$ cat src/hdl/assert_macros.svh
// Assertion macros for the radix digit emitter.
// Included by files that carry concurrent checks; no other dependencies.
`ifndef ASSERT_MACROS_SVH
`define ASSERT_MACROS_SVH

// Same-cycle implication, quiet during reset.
`define RDE_ASSERT_IMP(lbl, ck, rs, ante, cons) \
  lbl: assert property (@(posedge ck) disable iff (rs) (ante) |-> (cons)) \
    else $error("same-cycle check failed");

// Next-cycle implication, quiet during reset.
`define RDE_ASSERT_NXT(lbl, ck, rs, ante, cons) \
  lbl: assert property (@(posedge ck) disable iff (rs) (ante) |=> (cons)) \
    else $error("next-cycle check failed");

`endif

$ cat src/hdl/rde_pkg.sv
// Shared types and constants for the radix digit emitter.
// No dependencies; imported by rde_out_if, rde_front, rde_back, the core and the sim files.
package rde_pkg;

  localparam int ADDR_W = 3;
  localparam logic [ADDR_W-3:0] REG_RADIX = 1'b0;

  localparam logic [4:0] RADIX_MIN = 5'd2;
  localparam logic [4:0] RADIX_MAX = 5'd16;
  localparam logic [4:0] RADIX_RST = 5'd16;

  localparam logic [7:0] CH_ZERO = 8'h30;
  localparam logic [7:0] CH_NINE = 8'h39;
  localparam logic [7:0] CH_X    = 8'h78;
  localparam logic [7:0] CH_A    = 8'h61;
  localparam logic [7:0] CH_F    = 8'h66;

  // Classified job flags that travel with each value through the queue.
  typedef struct packed {
    logic       bad;
    logic [4:0] radix;
  } rde_job_t;

  // One result word.
  typedef struct packed {
    logic [7:0] ascii_char;
    logic       final_char;
    logic       bad_radix;
  } rde_res_t;

endpackage

$ cat src/hdl/rde_ifs.sv
// Valid/ready channel interfaces for values in and characters out.
// rde_out_if imports rde_pkg.
interface rde_in_if #(parameter int VALUE_BITS = 48) ();
  logic                  valid;
  logic                  ready;
  logic [VALUE_BITS-1:0] number;

  modport source (output valid, output number, input ready);
  modport sink (input valid, input number, output ready);
endinterface

interface rde_out_if import rde_pkg::*; ();
  logic       valid;
  logic       ready;
  logic [7:0] ascii_char;
  logic       final_char;
  logic       bad_radix;

  modport source (output valid, output ascii_char, output final_char,
                  output bad_radix, input ready);
  modport sink (input valid, input ascii_char, input final_char,
                input bad_radix, output ready);
endinterface

$ cat src/hdl/rde_front.sv
// Front end: takes value words, checks the base and hands jobs to the queue.
// Depends on rde_pkg and rde_in_if.
module rde_front import rde_pkg::*; #(
  parameter int VALUE_BITS = 48
) (
  rde_in_if.sink                items,
  input  logic [4:0]            radix,
  input  logic                  q_full,
  output logic                  q_push,
  output rde_job_t              q_job,
  output logic [VALUE_BITS-1:0] q_value
);

  assign items.ready = !q_full;
  assign q_push      = items.valid && !q_full;

  // Snapshot the base with the value; an out-of-range base becomes an error job.
  always_comb begin
    q_job.radix = radix;
    q_job.bad   = (radix < RADIX_MIN) || (radix > RADIX_MAX);
  end

  assign q_value = items.number;

endmodule

$ cat src/hdl/rde_fifo.sv
// Two-entry job queue between the front end and the back end.
// No package dependencies.
module rde_fifo #(
  parameter int W = 54
) (
  input  logic         clk,
  input  logic         rst,
  input  logic         push,
  input  logic [W-1:0] wdata,
  input  logic         pop,
  output logic [W-1:0] rdata,
  output logic         full,
  output logic         nonempty
);

  logic [W-1:0] slots [2];
  logic         wr_ptr;
  logic         rd_ptr;
  logic [1:0]   count;

  assign full     = (count == 2'd2);
  assign nonempty = (count != 2'd0);
  assign rdata    = slots[rd_ptr];

  always_ff @(posedge clk) begin
    if (rst) begin
      wr_ptr <= 1'b0;
      rd_ptr <= 1'b0;
      count  <= 2'd0;
    end else begin
      if (push) begin
        wr_ptr <= !wr_ptr;
      end
      if (pop) begin
        rd_ptr <= !rd_ptr;
      end
      case ({push, pop})
        2'b10:   count <= count + 2'd1;
        2'b01:   count <= count - 2'd1;
        default: count <= count;
      endcase
    end
  end

  always_ff @(posedge clk) begin
    if (push) begin
      slots[wr_ptr] <= wdata;
    end
  end

endmodule

$ cat src/hdl/rde_back.sv
// Back end: divides the value by the base a byte per cycle, stacks the digits,
// then emits the prefix and the digits most significant first. Uses rde_pkg.
module rde_back import rde_pkg::*; #(
  parameter int VALUE_BITS = 48
) (
  input  logic                  clk,
  input  logic                  rst,
  input  logic                  q_valid,
  input  rde_job_t              q_job,
  input  logic [VALUE_BITS-1:0] q_value,
  output logic                  q_pop,
  rde_out_if.source             chars
);

  localparam int CHUNKS_RAW = (VALUE_BITS + 7) / 8;
  localparam int CIDX_W     = (CHUNKS_RAW > 1) ? $clog2(CHUNKS_RAW) : 1;
  localparam int CHUNKS     = 1 << CIDX_W;
  localparam int WB         = CHUNKS * 8;
  localparam int AW         = $clog2(VALUE_BITS);
  localparam int CW         = $clog2(VALUE_BITS + 1);

  localparam logic [2:0] S_IDLE = 3'd0;
  localparam logic [2:0] S_ERR  = 3'd1;
  localparam logic [2:0] S_SCAN = 3'd2;
  localparam logic [2:0] S_DIV  = 3'd3;
  localparam logic [2:0] S_P0   = 3'd4;
  localparam logic [2:0] S_P1   = 3'd5;
  localparam logic [2:0] S_DIG  = 3'd6;

  // Eight restoring steps of long division by a base of at most 16.
  function automatic logic [11:0] div_chunk(input logic [3:0] r_in,
                                            input logic [7:0] d,
                                            input logic [4:0] b);
    logic [4:0] r;
    logic [7:0] q;
    r = {1'b0, r_in};
    q = 8'h00;
    for (int i = 7; i >= 0; i--) begin
      r = {r[3:0], d[i]};
      if (r >= b) begin
        r    = r - b;
        q[i] = 1'b1;
      end
    end
    return {r[3:0], q};
  endfunction

  function automatic logic [7:0] glyph(input logic [3:0] d);
    if (d < 4'd10) begin
      return CH_ZERO + {4'b0, d};
    end
    return CH_A + {4'b0, d} - 8'd10;
  endfunction

  logic [2:0]              state, state_next;
  logic [CHUNKS-1:0][7:0]  work, work_next;
  logic [4:0]              base, base_next;
  logic [3:0]              rem, rem_next;
  logic [CIDX_W-1:0]       cidx, cidx_next;
  logic [CIDX_W-1:0]       top;
  logic [CW-1:0]           cnt, cnt_next;
  logic [AW-1:0]           rd_ptr, rd_ptr_next;
  logic [3:0]              digits [VALUE_BITS];
  logic [3:0]              rd_data;
  logic                    mem_we;
  logic [3:0]              mem_wdata;
  logic [11:0]             dres;
  logic                    out_valid;
  rde_res_t                res, res_next;
  logic                    load;
  logic                    slot_free;

  assign slot_free = !out_valid || chars.ready;
  assign dres      = div_chunk(rem, work[cidx], base);

  // Highest nonzero byte of the remaining quotient; leading zero bytes are skipped.
  always_comb begin
    top = '0;
    for (int i = 0; i < CHUNKS; i++) begin
      if (work[i] != 8'h00) begin
        top = CIDX_W'(i);
      end
    end
  end

  always_comb begin
    state_next  = state;
    work_next   = work;
    base_next   = base;
    rem_next    = rem;
    cidx_next   = cidx;
    cnt_next    = cnt;
    rd_ptr_next = rd_ptr;
    q_pop       = 1'b0;
    mem_we      = 1'b0;
    mem_wdata   = dres[11:8];
    load        = 1'b0;
    res_next    = '0;
    case (state)
      S_IDLE: begin
        if (q_valid) begin
          q_pop      = 1'b1;
          base_next  = q_job.radix;
          work_next  = WB'(q_value);
          cnt_next   = '0;
          state_next = q_job.bad ? S_ERR : S_SCAN;
        end
      end
      S_ERR: begin
        if (slot_free) begin
          load                = 1'b1;
          res_next.ascii_char = 8'h00;
          res_next.final_char = 1'b1;
          res_next.bad_radix  = 1'b1;
          state_next          = S_IDLE;
        end
      end
      S_SCAN: begin
        cidx_next  = top;
        rem_next   = 4'h0;
        state_next = S_DIV;
      end
      S_DIV: begin
        work_next[cidx] = dres[7:0];
        rem_next        = dres[11:8];
        if (cidx == '0) begin
          // Remainder is the next digit; stop once the quotient is zero.
          mem_we   = 1'b1;
          cnt_next = cnt + 1'b1;
          if (work_next == '0) begin
            rd_ptr_next = cnt[AW-1:0];
            state_next  = S_P0;
          end else begin
            state_next = S_SCAN;
          end
        end else begin
          cidx_next = cidx - 1'b1;
        end
      end
      S_P0: begin
        if (slot_free) begin
          load                = 1'b1;
          res_next.ascii_char = CH_ZERO;
          state_next          = S_P1;
        end
      end
      S_P1: begin
        if (slot_free) begin
          load                = 1'b1;
          res_next.ascii_char = CH_X;
          state_next          = S_DIG;
        end
      end
      S_DIG: begin
        if (slot_free) begin
          load                = 1'b1;
          res_next.ascii_char = glyph(rd_data);
          res_next.final_char = (rd_ptr == '0);
          if (rd_ptr == '0) begin
            state_next = S_IDLE;
          end else begin
            rd_ptr_next = rd_ptr - 1'b1;
          end
        end
      end
      default: begin
        state_next = S_IDLE;
      end
    endcase
  end

  always_ff @(posedge clk) begin
    if (rst) begin
      state     <= S_IDLE;
      out_valid <= 1'b0;
    end else begin
      state <= state_next;
      if (load) begin
        out_valid <= 1'b1;
      end else if (chars.ready) begin
        out_valid <= 1'b0;
      end
    end
  end

  always_ff @(posedge clk) begin
    work   <= work_next;
    base   <= base_next;
    rem    <= rem_next;
    cidx   <= cidx_next;
    cnt    <= cnt_next;
    rd_ptr <= rd_ptr_next;
    if (load) begin
      res <= res_next;
    end
  end

  // Digit stack; read with the next pointer so rd_data tracks rd_ptr.
  always_ff @(posedge clk) begin
    if (mem_we) begin
      digits[cnt[AW-1:0]] <= mem_wdata;
    end
    rd_data <= digits[rd_ptr_next];
  end

  assign chars.valid      = out_valid;
  assign chars.ascii_char = res.ascii_char;
  assign chars.final_char = res.final_char;
  assign chars.bad_radix  = res.bad_radix;

endmodule

$ cat src/hdl/radix_digit_emitter_core.sv
// Top level of the radix digit emitter: base register, front end, job queue
// and back end. Depends on rde_pkg, rde_ifs, rde_front, rde_fifo, rde_back.
//
//   port      dir   payload                              word
//   items     in    number[VALUE_BITS-1:0]               one value to convert
//   chars     out   ascii_char[7:0] final_char bad_radix one text character
//   apb       in    radix at byte address 0               base register
//
// Steps: a value with n digits leaves the queue; then for each digit the
// divider runs over the c bytes of the quotient up to its highest nonzero
// one (at least one), a byte per cycle; then the prefix and the n digits
// are emitted. A bad base gives a single error word.
// Reset is synchronous; the base resets to 16. No clearing pass is needed.
// A stalled chars port holds the back end; the queue keeps taking up to two
// values meanwhile.
`include "assert_macros.svh"

module radix_digit_emitter_core import rde_pkg::*; #(
  parameter int VALUE_BITS = 48
) (
  input  logic              clk,
  input  logic              rst,
  rde_in_if.sink            items,
  rde_out_if.source         chars,
  input  logic              psel,
  input  logic              penable,
  input  logic              pwrite,
  input  logic [ADDR_W-1:0] paddr,
  input  logic [31:0]       pwdata,
  output logic [31:0]       prdata,
  output logic              pready
);

  localparam int QW = VALUE_BITS + 6;

  logic [4:0]            radix;
  logic                  radix_hit;
  logic                  q_full;
  logic                  q_push;
  logic                  q_pop;
  logic                  q_nonempty;
  rde_job_t              f_job;
  logic [VALUE_BITS-1:0] f_value;
  logic [QW-1:0]         q_rdata;
  rde_job_t              b_job;
  logic [VALUE_BITS-1:0] b_value;

  assign pready    = 1'b1;
  assign radix_hit = (paddr[ADDR_W-1:2] == REG_RADIX);
  assign prdata    = radix_hit ? {27'b0, radix} : 32'h0;

  always_ff @(posedge clk) begin
    if (rst) begin
      radix <= RADIX_RST;
    end else if (psel && penable && pwrite && radix_hit) begin
      radix <= pwdata[4:0];
    end
  end

  rde_front #(.VALUE_BITS(VALUE_BITS)) u_front (
    .items   (items),
    .radix   (radix),
    .q_full  (q_full),
    .q_push  (q_push),
    .q_job   (f_job),
    .q_value (f_value)
  );

  rde_fifo #(.W(QW)) u_fifo (
    .clk      (clk),
    .rst      (rst),
    .push     (q_push),
    .wdata    ({f_job, f_value}),
    .pop      (q_pop),
    .rdata    (q_rdata),
    .full     (q_full),
    .nonempty (q_nonempty)
  );

  assign b_job   = q_rdata[QW-1:VALUE_BITS];
  assign b_value = q_rdata[VALUE_BITS-1:0];

  rde_back #(.VALUE_BITS(VALUE_BITS)) u_back (
    .clk     (clk),
    .rst     (rst),
    .q_valid (q_nonempty),
    .q_job   (b_job),
    .q_value (b_value),
    .q_pop   (q_pop),
    .chars   (chars)
  );

  `RDE_ASSERT_IMP(a_err_word, clk, rst, chars.valid && chars.bad_radix,
                  chars.final_char && (chars.ascii_char == 8'h00))
  `RDE_ASSERT_IMP(a_x_not_last, clk, rst, chars.valid && (chars.ascii_char == CH_X),
                  !chars.final_char)
  `RDE_ASSERT_IMP(a_last_is_digit, clk, rst,
                  chars.valid && chars.final_char && !chars.bad_radix,
                  ((chars.ascii_char >= CH_ZERO) && (chars.ascii_char <= CH_NINE)) ||
                  ((chars.ascii_char >= CH_A) && (chars.ascii_char <= CH_F)))
  `RDE_ASSERT_NXT(a_radix_write, clk, rst, psel && penable && pwrite && radix_hit,
                  radix == $past(pwdata[4:0]))

endmodule

$ cat src/flat_wrapper.sv
// flat-port wrapper written by rule: the top's interface ports become plain ports
module radix_digit_emitter_core_flat import rde_pkg::*;
#(
  parameter int VALUE_BITS = 48
)
  (clk, rst, psel, penable, pwrite, paddr, pwdata, prdata, pready, items_valid, items_number, items_ready, chars_valid, chars_ascii_char, chars_final_char, chars_bad_radix, chars_ready);
  rde_in_if #(.VALUE_BITS(VALUE_BITS)) items_i ();
  rde_out_if chars_i ();
  input  logic clk;
  input  logic rst;
  input  logic psel;
  input  logic penable;
  input  logic pwrite;
  input  logic [ADDR_W-1:0] paddr;
  input  logic [31:0] pwdata;
  output logic [31:0] prdata;
  output logic pready;
  input wire logic [$bits(items_i.valid)-1:0] items_valid;
  input wire logic [$bits(items_i.number)-1:0] items_number;
  output wire logic [$bits(items_i.ready)-1:0] items_ready;
  output wire logic [$bits(chars_i.valid)-1:0] chars_valid;
  output wire logic [$bits(chars_i.ascii_char)-1:0] chars_ascii_char;
  output wire logic [$bits(chars_i.final_char)-1:0] chars_final_char;
  output wire logic [$bits(chars_i.bad_radix)-1:0] chars_bad_radix;
  input wire logic [$bits(chars_i.ready)-1:0] chars_ready;
  assign items_i.valid = items_valid;
  assign items_i.number = items_number;
  assign items_ready = items_i.ready;
  assign chars_valid = chars_i.valid;
  assign chars_ascii_char = chars_i.ascii_char;
  assign chars_final_char = chars_i.final_char;
  assign chars_bad_radix = chars_i.bad_radix;
  assign chars_i.ready = chars_ready;
  radix_digit_emitter_core #(.VALUE_BITS(VALUE_BITS)) u_core (.clk(clk), .rst(rst), .items(items_i), .chars(chars_i), .psel(psel), .penable(penable), .pwrite(pwrite), .paddr(paddr), .pwdata(pwdata), .prdata(prdata), .pready(pready));
endmodule
$ cat config.mk
export PLATFORM = sky130hd
export DESIGN_NAME = radix_digit_emitter_core_flat
export DESIGN_NICKNAME = d
export VERILOG_FILES = /design/src/hdl/rde_pkg.sv /design/src/hdl/rde_ifs.sv /design/src/hdl/rde_front.sv /design/src/hdl/rde_fifo.sv /design/src/hdl/rde_back.sv /design/src/hdl/radix_digit_emitter_core.sv /design/src/flat_wrapper.sv
export VERILOG_INCLUDE_DIRS = /design/src /design/src/hdl
export SDC_FILE = /design/constraint.sdc
export NUM_CORES = 1
export LEC_CHECK = 0
export ABC_AREA = 1
export BUFFER_PORTS_ARGS = -buffer_cell sky130_fd_sc_hd__buf_4
export CAP_MARGIN = 25
export CORE_MARGIN = 4
export CORE_UTILIZATION = 50
export CTS_CLUSTER_SIZE = 14
export DETAILED_ROUTE_END_ITERATION = 7
export GPL_ROUTABILITY_DRIVEN = 0
export PLACE_DENSITY = 0.68
export SYNTH_ARGS = -nofsm -noshare
export SYNTH_HDL_FRONTEND = slang
export SYNTH_HIERARCHICAL = 1
export SYNTH_SLANG_ARGS = --single-unit
$ cat constraint.sdc
create_clock -name clk -period 34 [get_ports clk]
set_input_delay 6.8 -clock clk [delete_from_list [all_inputs] [get_ports clk]]
set_output_delay 6.8 -clock clk [all_outputs]
set_load 0.03 [all_outputs]
**Yosys cells after proc, flatten, opt, wreduce, memory -nomap -nowiden**

Memory sizes are Yosys's and may differ from the RTL's. A register that Yosys moved wholly into a read port is not among the register bits.
Cells that the tools add are included.

- Input port bits: 90
- Memories kept: 2
- RAM bits: 300
- Logic and storage cells: 182
- Bits in registers: 111

Memory list:

| name | depth | bits a word | rd ports | clocked after Yosys merged registers in | write ports | line | source |
|---|---|---|---|---|---|---|---|
| u_core.u_back.digits | 48 | 4 | 1 | 1 | 1 | rde_back.sv:63 | `logic [3:0] digits [VALUE_BITS];` |
| u_core.u_fifo.slots | 2 | 54 | 1 | 1 | 1 | rde_fifo.sv:16 | `logic [W-1:0] slots [2];` |

- Bitwise gates (word level): 1
- $add $sub $neg: 16
- Equality and inequality tests: 17
- Muxes and demuxes: 78
- $lt $le $gt $ge: 13
- Reduce and logical (&&, ||, !) cells: 33

Operators with widths:

| operator | number |
|---|---|
| one-hot mux 64 bit (2 select lines) | 1 |
| bitwise mux 64 bit | 1 |
| logical NOT 64 bit | 1 |
| two-way mux 64 bit | 1 |
| nonzero test 8 bit | 7 |
| two-way mux 3 bit | 15 |
| two-way mux 6 bit | 7 |
| greater-or-equal comparator 5 bit | 8 |
| two-way mux 4 bit | 8 |
| two-way mux 8 bit | 4 |
| one-hot mux 8 bit (4 select lines) | 1 |
| subtractor 4 bit | 8 |
| two-way mux 1 bit | 26 |
| binary-select mux 8 bit (select 3 bit) | 1 |
| demux 8 bit (select 3 bit) | 1 |
| one-hot mux 6 bit (2 select lines) | 2 |
| one-hot mux 3 bit (7 select lines) | 1 |
| != test 2 bit (second input constant) | 7 |
| nonzero test 2 bit | 5 |
| == test 3 bit (second input constant) | 3 |
| two-way mux 9 bit | 1 |
| adder 7 x 4 -> 8 bit (first input constant) | 1 |
| one-hot mux 4 bit (2 select lines) | 1 |
| subtractor 8 x 4 -> 8 bit (second input constant) | 1 |
| 32 further kinds | 46 |

**Logic depth before layout (Yosys ltp)**

Gate-level depths: netlist of run 1.

- Depth after elaboration: 23
- Depth in mapped cells: 94
- Mapped depth without buffers: 92

**Modules after synthesis**

Netlist of run 1, hierarchy kept.

Modules (own cells, without submodules):

| module | seq. area each (um^2) | instances | area an instance (um^2) | cells an instance |
|---|---|---|---|---|
| rde_back | 8,778.4 | 1 | 16,789.9 | 1,942 |
| rde_fifo | 3,343.2 | 1 | 4,375.4 | 201 |
| radix_digit_emitter_core | 100.1 | 1 | 491.7 | 76 |
| rde_front | 0.0 | 1 | 446.7 | 65 |

**Worst setup path before layout of run 1**

Ideal clock, no wire load.

- Path kind: input to output
- From: input paddr[2]
- To: output prdata[0]
- Cell stages on the path: 1
- Setup slack: 19.987 ns
- Arrival time: 7.213 ns
- Required time: 27.200 ns
- Path buffers: 0
- Cells stage by stage: nor2_1

- Word-level cells in the longest chain between the ends: 1

RTL lines:

| element | line | source |
|---|---|---|
| from (decl) | flat_wrapper.sv:14 | `input logic [ADDR_W-1:0] paddr;` |
| two-way mux 5 bit | radix_digit_emitter_core.sv:50 | `assign prdata = radix_hit ? {27'b0, radix} : 32'h0;` |
| to (decl) | flat_wrapper.sv:16 | `output logic [31:0] prdata;` |

No other way between the ends.

**Worst setup path in the final report of run 1**

- From: register u_core.u_back.cidx[2]
- To: register u_core.u_back.rd_data[2] (read register of u_core.u_back.digits)

- Word-level cells in the longest chain between the ends: 23
- Elaborated cells between the ends (all ways): 43
- Those cells by class: add/sub: 7; order compare: 10; mux: 23; reduce/logical: 3

RTL lines:

| element | line | source |
|---|---|---|
| from (decl) | rde_back.sv:59 | `logic [CIDX_W-1:0] cidx, cidx_next;` |
| from (signal assigned) | rde_back.sv:190 | `cidx <= cidx_next;` |
| binary-select mux 8 bit (select 3 bit) | rde_back.sv:74 | `assign dres = div_chunk(rem, work[cidx], base);` |
| two-way mux 8 bit (not written as such) | rde_back.sv:74 |  |
| subtractor 4 bit / greater-or-equal comparator 5 bit (equally long branches) | rde_back.sv:41, rde_back.sv:40 |  |
| two-way mux 4 bit | rde_back.sv:40 | `if (r >= b) begin` |
| subtractor 4 bit / greater-or-equal comparator 5 bit (equally long branches) | rde_back.sv:41, rde_back.sv:40 |  |
| two-way mux 4 bit | rde_back.sv:40 |  |
| subtractor 4 bit / greater-or-equal comparator 5 bit (equally long branches) | rde_back.sv:41, rde_back.sv:40 |  |
| two-way mux 4 bit | rde_back.sv:40 |  |
| (+7 left out) | - |  |
| two-way mux 4 bit | rde_back.sv:40 |  |
| greater-or-equal comparator 5 bit | rde_back.sv:40 |  |
| two-way mux 1 bit | rde_back.sv:40 |  |
| bitwise mux 64 bit | rde_back.sv:124 | `work_next[cidx] = dres[7:0];` |
| logical NOT 64 bit | rde_back.sv:130 | `if (work_next == '0) begin` |
| two-way mux 6 bit | rde_back.sv:130 |  |
| two-way mux 6 bit * | rde_back.sv:126 | `if (cidx == '0) begin` |
| one-hot mux 6 bit (2 select lines) * | rde_back.sv:99 | `case (state)` |
| to (decl) | rde_back.sv:64 | `logic [3:0] rd_data;` |

Mark *: on every way between the ends. The rest lies on a longest branch, timed or not. The select of a mux whose other input is x is not followed.
A chain may end at the register's enable or synchronous reset.

==> metrics.txt, run 1 <==
status=completed; register area=12200 sq um; drt via density=about 5.4; Yosys cell types=52; FF-to-FF setup slack=around 13000 ps; HP Start=u_core/u_fifo/count[1]; die height=218 microns; Starting Density=slightly above 50%; register area share after synthesis=approximately 55%; Period Utilization, post-route=60.8%; Slew HR=about 35%; fin crit period=20680 ps; clock sink count=a little over 400; worst setup margin=13320 ps; Die Width=218 microns; Yosys warnings=6; fillers=approximately 3800; layout cells sized above 1=~11%; largest net degree at the start of global routing=85; Setup crit start=u_core/u_back/cidx[2]; post-place setup slack=between 10000 and 15000 ps; DR vias=roughly 16000; Least-Margin Pin Slew=between 900 and 1000 ps; DP HPWL=approximately 35 mm; total track usage=roughly 22%; detailed-routed wire length on met3=3.67 mm; Post-Route Skew=27.7 ps; H-tree depth reported by CTS=2; core area=roughly 43000 sq um; Ant. Diodes=0; Crit Path Max Fanout=between 80 and 90; Routed WL=approximately 52 mm; Slew Viols, Final=0; Setup crit end kind=flip-flop; Port Buf Inserts=76; CP peak stage delay=roughly 720 ps; Mean Syn Cell Area=roughly 9.7 sq um; RSZ-0062 raised after global routing=no; area leader, netlist=edfxtp_1; Synth area leaders=edfxtp_1 (53%), nand2_1 (8.5%), nand3_1 (5.4%), inv_1 (4.8%), mux2_4 (3.4%); arrival time of the worst setup path=21130 ps; cts hold-fix bufs=0; vias in the first global route=15400; GRT overflow=0; Startpoint Class=flip-flop; max cap viols=0; CP endpoint=u_core/u_back/rd_data[2]; Critical Path RT=34450 ps; worst min path class=reg2reg; Core Rows=between 70 and 80; Worst-Skew Late Latency=580 ps; fin nets=2432; Fin. Hold Viols=0; Yosys top cell area share=a little over half; WL met1=roughly 22 mm; CTS root buffer=clkbuf_16; PostCTS Resize Cnt=0; clock slew at reported path FFs=roughly 60 ps; P&R area growth vs syn=8.79%; DR WL/cell=around 18 microns; cells after synthesis=about 2300; Remaining DRCs=0; clk buf depth=3; TritonCTS clock tree=yes; area of the multi-input gates=just under 8000 sq um; DR top layer=met4; fmax=between 0.04 and 0.05 GHz; WL met2=roughly 24 mm; mapped cell area=around 22000 sq um; DR pass1 iterations=6; reg2reg end=u_core/u_back/rd_data[2]; Post-CTS Setup Bufs=0; first-pass GRT wire length=~81 mm; Worst R2R Path Depth=between 80 and 90; Initial DRC Count=between 1000 and 1500; synthesized flop and latch total=between 400 and 500; Final setup violation count=0; setup TNS=0 ps; reg2reg start=u_core/u_back/cidx[2]; Num CTS Buffers=46; Setup Crit Path Kind=reg2reg; antenna violations before repair=0; Die ar.=47600 sq um; post-route ant nets=0; most frequent CP cell=nand2_1; critical path's slowest cell=buf_4; IO Count=~140
cells in the mapped netlist, drive strengths merged:
master / number
nand2: 506
edfxtp: 391
inv: 294
nand3: 239
nor2: 194
o21ai: 127
buf: 122
mux2: 54
ha: 46
clkbuf: 42
nand3b: 42
a21oi: 29
o211ai: 25
dfxtp: 24
nand4: 20
nor3: 16
or2: 16
o22ai: 13
xor2: 12
o21bai: 10
a221oi: 8
fa: 8
nor4: 8
xnor2: 8
a22oi: 7
a21boi: 6
a21o: 5
a31oi: 3
conb: 3
a211oi: 1
and2: 1
clkinv: 1
o21a: 1
o31ai: 1
o41ai: 1
sequential cells by signal (all words and copies together), names as in the netlist, 2 cells and up, named ones only:
register                        cells
u_core/radix                        5
u_core/u_back/base                  5
u_core/u_back/chars.ascii_char      7
u_core/u_back/cidx                  3
u_core/u_back/cnt                   6
u_core/u_back/digits              192
u_core/u_back/rd_data               4
u_core/u_back/rd_ptr                6
u_core/u_back/rem                   4
u_core/u_back/state                 3
u_core/u_back/work                 64
u_core/u_fifo/count                 2
u_core/u_fifo/slots               108
logic make-up after synthesis:
group	after synthesis	synth area share (%)
xor+xnor	20	0.792
buf+inv	459	9.94
flops	415	55.3
compound gates	237	6.26
other cells	3	0.0509
simple gates	1042	20.7
mux	54	3.60
fa+ha+maj	54	3.33
worst min path at each step:
stage | end | slack, ps | cells past startpoint
final | u_core/u_fifo/count[1] | 510 | 2
after global routing | u_core/u_fifo/count[1] | 540 | 2
after CTS | u_core/u_fifo/count[1] | 510 | 2
after detailed placement | u_core/u_back/state[0] | 500 | 2
after global placement | u_core/u_fifo/rd_ptr | 500 | 2
after floorplan | u_core/u_back/state[0] | 470 | 2
per-layer routing:
layer	up-vias	global-route usage, %
met4	0	11.2
met3	158	3.50
met1	7326	28.0
met2	635	34.9
met5	-	0
li1	7609	-
layout by cell type, fill, tap and decap left out, types with 5 or more instances in the layout:
cell,count
nand2_1,501
dfxtp_1,23
nor3_1,12
o21bai_1,10
a22oi_1,7
nor4_1,8
ha_1,46
xnor2_1,8
buf_4,93
clkinv_1,11
a21boi_0,5
o211ai_1,25
inv_2,13
clkinv_2,9
edfxtp_1,391
nand2_2,5
a21oi_1,28
nor2_1,189
nand4_1,20
o22ai_1,13
inv_1,280
xor2_1,12
nand3b_1,42
a221oi_1,8
a21o_1,5
clkbuf_1,9
inv_6,5
mux2_4,50
clkbuf_16,46
or2_2,11
conb_1,29
o21ai_1,9
fa_1,8
o21ai_0,116
nand3_1,238
critical path, delay by kind of cell (launching register included):
kind	cells	cell delay, ps
AO/OA/AOI/OAI	9	1940
adder cells (fa/ha/maj)	8	2700
buffers and inverters	12	3420
flip-flops	1	500
AND/OR/NAND/NOR	57	11790
metrics by stage:
step | hold slack [ps] | cell area [sq um] | utilization, % | cells
after floorplan | 472 | 22200 | - | 2310
after global placement | 497 | 22600 | 52.1 | 2824
after detailed placement | 502 | 22600 | 52.1 | 2824
after CTS | 508 | 24000 | 55.4 | 2910
after global routing | 536 | 24000 | 55.5 | 2911
final | 508 | 24000 | 55.5 | 2911
area by class of cell:
class	instances	share of cell area, %
Multi-Input combinational cell	1436	32.5
Timing Repair Buffer	94	2.99
Clock inverter	28	0.885
Clock buffer	58	5.10
Tap cell	585	3.04
Inverter	295	4.61
Sequential cell	415	50.8
Power of run 1 is left out: the tool's default activity adds up to more than one toggle a clock period on the data nets, which glitch-free logic cannot reach.
==> inputs of run 2 (changes only) <==
ABC_AREA = 0   (was 1)
clock period = 20.8 ns   (was 34 ns; I/O delays follow)
==> run 2 against run 1 <==
Effect of this change:
- worst setup slack got worse by 11000 ps
- sequential share of layout area increased by 1.6 points
- via count decreased by 6.4%
- clock-buffer cell count increased by 2
- worst hold slack about the same
- register-to-register slack got worse by 11000 ps
- routed wire length increased by 0.54%
- first-iteration DRC count increased by 11%
==> metrics.txt, run 2 <==
status=completed; Synth area leaders=edfxtp_1 (55%), mux2_2 (3.3%), mux2i_1 (3.2%), nor2_1 (3.2%), buf_4 (3.0%); Remaining DRCs=0; worst min path class=reg2reg; Simple-Gate Fraction of Synth Area=roughly 11%; GRT overflow=0; clk buf depth=3; DR vias=around 15000; layout cells sized above 1=15.0%; arrival time of the worst setup path=~19000 ps; Yosys top cell area share=between 50% and 60%; fillers=3396; Die Width=~210 microns; Post-Synth XOR/XNOR Area=1.11%; register area share after synthesis=57.1%; Ant. Diodes=0; Yosys warnings=6; most frequent cells in the layout=edfxtp_1 (391), nor2_1 (179), nand2_1 (141); Mean Syn Cell Area=approximately 12 sq um; max reg flops=around 190; clock sink count=415; Post-Route Skew=25.6 ps; die height=between 200 and 250 microns; Period Utilization, post-route=86.8%; DP HPWL=about 35 mm; Core Rows=75; TritonCTS clock tree=yes; RSZ-0062 raised after global routing=no; WP buf/inv=8; core area=~42000 sq um; register area=roughly 12000 sq um; fin crit period=about 18000 ps; most frequent CP cell=ha_1; fin nets=roughly 1900; max cap viols=0; CTS root buffer=clkbuf_16; CP peak stage delay=790 ps; Initial DRC Count=~1500; Routed WL=between 50 and 60 mm; P&R area growth vs syn=9.03%; first-pass GRT wire length=81.7 mm; Fin. Hold Viols=0; number of flops mapped to enable cells by yosys=391; Yosys cell types=84; Startpoint Class=flip-flop; DR WL/cell=roughly 22 microns; Final setup violation count=0; antenna violations before repair=0; mapped cell area=roughly 21000 sq um; drt via density=approximately 6.2; clock slew at reported path FFs=about 60 ps; count leader, synth=edfxtp_1; H-tree depth reported by CTS=2; area leader, netlist=edfxtp_1; vias in the first global route=14500; post-route ant nets=0; Crit Path Max Fanout=35; setup TNS=0 ps; commonest non-fill, non-tap cell in the layout=edfxtp_1; ys async rst share=0%; DR pass1 iterations=8; area of the multi-input gates=roughly 8000 sq um; synthesized flop and latch total=approximately 420; cts hold-fix bufs=0; adder-cell share of the synthesized area=under 10%; largest net degree at the start of global routing=110; Starting Density=between 50% and 60%; Setup Crit Path Kind=reg2reg; Slew HR=33.7%; Least-Margin Pin Slew=~1000 ps; Setup crit end kind=flip-flop; Num CTS Buffers=43; main combinational cell family by area after synthesis=compound AO/OA/AOI/OAI gates; Post-CTS Setup Bufs=0; Critical Path RT=21280 ps; ys flop type=edfxtp_1; Port Buf Inserts=between 70 and 80; Die ar.=between 40000 and 50000 sq um; critical path's slowest cell=o21a_1; Worst-Skew Late Latency=590 ps; mux contribution to synthesized area=about 6.5%; crit-path leading delay family=compound AO/OA/AOI/OAI gates; cells after synthesis=about 1800; Synth Area in Compound Gates=14.6%; Slew Viols, Final=0; IO Count=approximately 140; commonest cells in the netlist=edfxtp_1 (391), nor2_1 (180), nand2_1 (142), a21oi_1 (93), buf_4 (86); PostCTS Resize Cnt=0; total track usage=between 20% and 30%; fmax=around 0.055 GHz
## run 2: path summary, 6_finish.rpt
check	from	to	slack (ps)	cells after the start
hold / removal	u_core/radix[0]	u_core/u_fifo/slots[1][48]	510	0
setup / recovery	u_core/u_back/cidx[1]	u_core/u_back/rd_data[1]	2740	65
setup reg to reg	u_core/u_back/cidx[1]	u_core/u_back/rd_data[1]	2740	65
hold reg to reg	u_core/radix[0]	u_core/u_fifo/slots[1][48]	510	0
## run 2: cells by family after synthesis
kind of cell	after synthesis
simple gates	498
compound gates	438
flops	415
buf+inv	242
mux	132
fa+ha+maj	54
xor+xnor	27
other cells	3
## run 2: per-layer routing
metal  up-vias  share of wire, %  track usage [%]
li1       6718                 -                -
met1      7097                42             31.1
met2       744                45             34.1
met3       156               9.5             4.60
met4         0               3.7             8.52
met5         -                 0                0
## run 2: per-stage QoR
stage	cell area (sq um)	worst slack (ps)	cells	hold WS (ps)	util, %
5_1_grt	23300	1500	2360	526	55.4
3_5_place_dp	21900	3190	2280	509	51.9
3_3_place_gp	21800	3570	2278	483	51.8
6_report	23300	2740	2360	508	55.4
2_1_floorplan	21500	6530	1835	456	-
4_1_cts	23300	3100	2359	505	55.3
## run 2: final cells by class
cell class	instances	share of cell area [%]
flip-flops and latches	415	52.4
clock buffers	60	5.19
multi-input cells	1178	34.3
clock inverters	19	1.03
well taps	539	2.89
inverters	41	0.660
repair buffers	108	3.52
## run 2: worst reg2reg max path, delay by kind of cell, from the launching register on
| family | cells | cell delay, ps |
|---|---|---|
| simple gates | 16 | 3660 |
| buf+inv | 8 | 2580 |
| mux | 2 | 630 |
| fa+ha+maj | 8 | 2560 |
| compound gates | 31 | 7880 |
| flops | 1 | 690 |
Power of run 2 is left out for the same reason.
==> inputs of run 3 (changes only) <==
MAX_ROUTING_LAYER = met4   (was unset)
SYNTH_HIERARCHICAL = unset   (was 1)
==> run 3 against run 2 <==
Effect of this change:
- first-iteration DRC count fell by 13%
- largest cell class unchanged
- worst setup slack got worse by 190 ps
- worst hold slack improved by 3.3 ps
- global-route usage fell by 0.12 points
- synthesized area fell by 4.0%
- clock-buffer cell count fell by 3
- via count fell by 6.2%
- synthesized cell count fell by 6.7%
- register-to-register slack got worse by 190 ps
- sequential share of layout area rose by 0.97 points
- critical path depth fell by 4
==> metrics.txt, run 3 <==
cts hold-fix bufs=0; Crit Path Max Fanout=53; total track usage=around 22%; Post-CTS Setup Bufs=0; TritonCTS clock tree=yes; PostCTS Resize Cnt=0; first-pass GRT wire length=75.4 mm; Slew HR=roughly a third; Mean Syn Cell Area=~12 sq um; Period Utilization, post-route=just under 90%; CP peak stage delay=~700 ps; Initial DRC Count=1318; DR WL/cell=around 21 microns; setup TNS=0 ps; layout cells sized above 1=11.7%; clock slew at reported path FFs=~60 ps; count leader, synth=edfxtp_1; register area share after synthesis=roughly three fifths; GRT overflow=0; number of flops mapped to enable cells by yosys=around 390; Fin. Hold Viols=0; ys async rst share=0%; fin nets=between 1500 and 2000; largest net degree at the start of global routing=85; Slew Viols, Final=0; status=completed; Min-Delay Path Depth=2; Num CTS Buffers=44; Worst-Skew Late Latency=570 ps; post-route ant nets=0; Remaining DRCs=0; RSZ-0062 raised after global routing=no; DP HPWL=~32 mm; die height=between 200 and 250 microns; Die Width=~210 microns; fillers=3309; Yosys top cell area share=between 50% and 60%; Port Buf Inserts=76; DR pass1 iterations=5; ys flop type=edfxtp_1; core area=roughly 40000 sq um; fmax=0.0548 GHz; Setup crit end kind=flip-flop; commonest non-fill, non-tap cell in the layout=edfxtp_1; Routed WL=just under 50 mm; FF-to-FF setup slack=around 2500 ps; Least-Margin Pin Slew=968 ps; IO Count=around 140; Starting Density=a little over 50%; reg2reg end=u_core.u_back.rd_data[2]; cells after synthesis=around 1700; most frequent CP cell=ha_1; P&R area growth vs syn=11.5%; Die ar.=roughly 44000 sq um; Critical Path RT=between 20000 and 25000 ps; max cap viols=0; Worst R2R Path Depth=approximately 60; fin crit period=18250 ps; Post-Route Skew=15.6 ps; worst min path class=reg2reg; DR vias=between 10000 and 15000; vias in the first global route=about 14000; Synth area leaders=edfxtp_1 (57%), mux2i_1 (8.3%), nor2_1 (3.3%), nand2_1 (3.1%), ha_1 (2.9%); antenna violations before repair=1; critical path's slowest cell=nor2_1; reg2reg start=u_core.u_back.cidx[2]; max reg flops=approximately 190; Final setup violation count=0; Core Rows=73; drt via density=approximately 6.0; most frequent cells in the layout=edfxtp_1 (391), nor2_1 (177), mux2i_1 (169); Yosys warnings=0; mapped cell area=about 21000 sq um; arrival time of the worst setup path=roughly 19000 ps; synthesized flop and latch total=between 400 and 500; clock sink count=between 400 and 500; clk buf depth=3; CTS root buffer=clkbuf_16; commonest cells in the netlist=edfxtp_1 (391), nor2_1 (179), mux2i_1 (170), nand2_1 (170), a21oi_1 (88); H-tree depth reported by CTS=2; hold path endpoint=u_core.u_fifo.count[1]; area leader, netlist=edfxtp_1; Yosys cell types=81; HP Start=u_core.u_fifo.count[1]; Setup Crit Path Kind=reg2reg; Startpoint Class=flip-flop
## run 3: cell count changes after synthesis, moves of 15 or more
cell / change
nand2_1: +28
and3_1: +15
o2111a_1: -33
buf_4: -42
a2111oi_0: -50
o21ai_0: -31
clkbuf_1: -27
mux2_2: -47
mux2i_1: +101
## run 3: area by class of cell
cell class | instances | area, sq um | area share [%]
antenna | 1 | 2.50 | 0.0109
sequential | 415 | 12200 | 53.4
tap | 525 | 657 | 2.87
timing repair buffer | 99 | 761 | 3.32
clock buffer | 57 | 1240 | 5.44
multi-input combinational | 1148 | 7670 | 33.5
clock inverter | 20 | 193 | 0.841
inverter | 40 | 150 | 0.655
## run 3: how the worst max path moves through the flow
stage                                from                  endpoint  slack, ps  cells past startpoint
global placement    u_core.u_back.cidx[2]  u_core.u_back.rd_data[2]       3290                     61
detailed placement  u_core.u_back.cidx[0]  u_core.u_back.rd_data[2]       3120                     61
finish              u_core.u_back.cidx[2]  u_core.u_back.rd_data[2]       2550                     61
global route        u_core.u_back.cidx[2]  u_core.u_back.rd_data[2]       1750                     61
floorplan           u_core.u_back.cidx[0]  u_core.u_back.rd_data[2]       6830                     69
CTS                 u_core.u_back.cidx[1]  u_core.u_back.rd_data[2]       3000                     61
## run 3: cells by family (layout without fill, tap and decap cells)
| group | count (synthesis) | in the layout | synth area share (%) |
|---|---|---|---|
| AO/OA/AOI/OAI | 333 | 333 | 11.0 |
| XOR/XNOR | 30 | 30 | 1.28 |
| adder cells (fa/ha/maj) | 55 | 55 | 3.64 |
| buffers and inverters | 152 | 216 | 3.85 |
| flip-flops | 415 | 415 | 59.5 |
| multiplexers | 186 | 186 | 9.16 |
| other | 2 | 30 | 0.0366 |
| AND/OR/NAND/NOR | 515 | 515 | 11.5 |
## run 3: stage by stage
stage	hold WS, ps	std cells	cell area (sq um)	setup WS (ps)	utilization, %
after floorplan	462	1715	20600	6830	-
after global placement	483	2225	21400	3290	53.3
after detailed placement	509	2227	21500	3120	53.4
after CTS	518	2304	22900	3000	57.0
after global routing	541	2305	22900	1750	57.0
final	512	2305	22900	2550	57.0
## run 3: routing by layer
layer / vias to the layer above / global-route usage, % / share of wire (%) / wire length, microns
met5: - / - / 0 / 0
met4: 0 / 10.3 / 5.0 / 2440
met3: 195 / 3.58 / 6.6 / 3180
met2: 554 / 36.3 / 50 / 24000
met1: 6611 / 26.7 / 39 / 18700
li1: 6441 / - / - / -
## run 3: worst max-delay path, delay by kind of cell (launching register included)
kind | cells | cell delay, ps
buffers and inverters | 6 | 1910
AOI/OAI and AO/OA | 23 | 5930
adders and majority gates | 8 | 2390
and+or+nand+nor | 20 | 6050
muxes | 4 | 1410
DFF | 1 | 350
Power of run 3 is left out for the same reason.
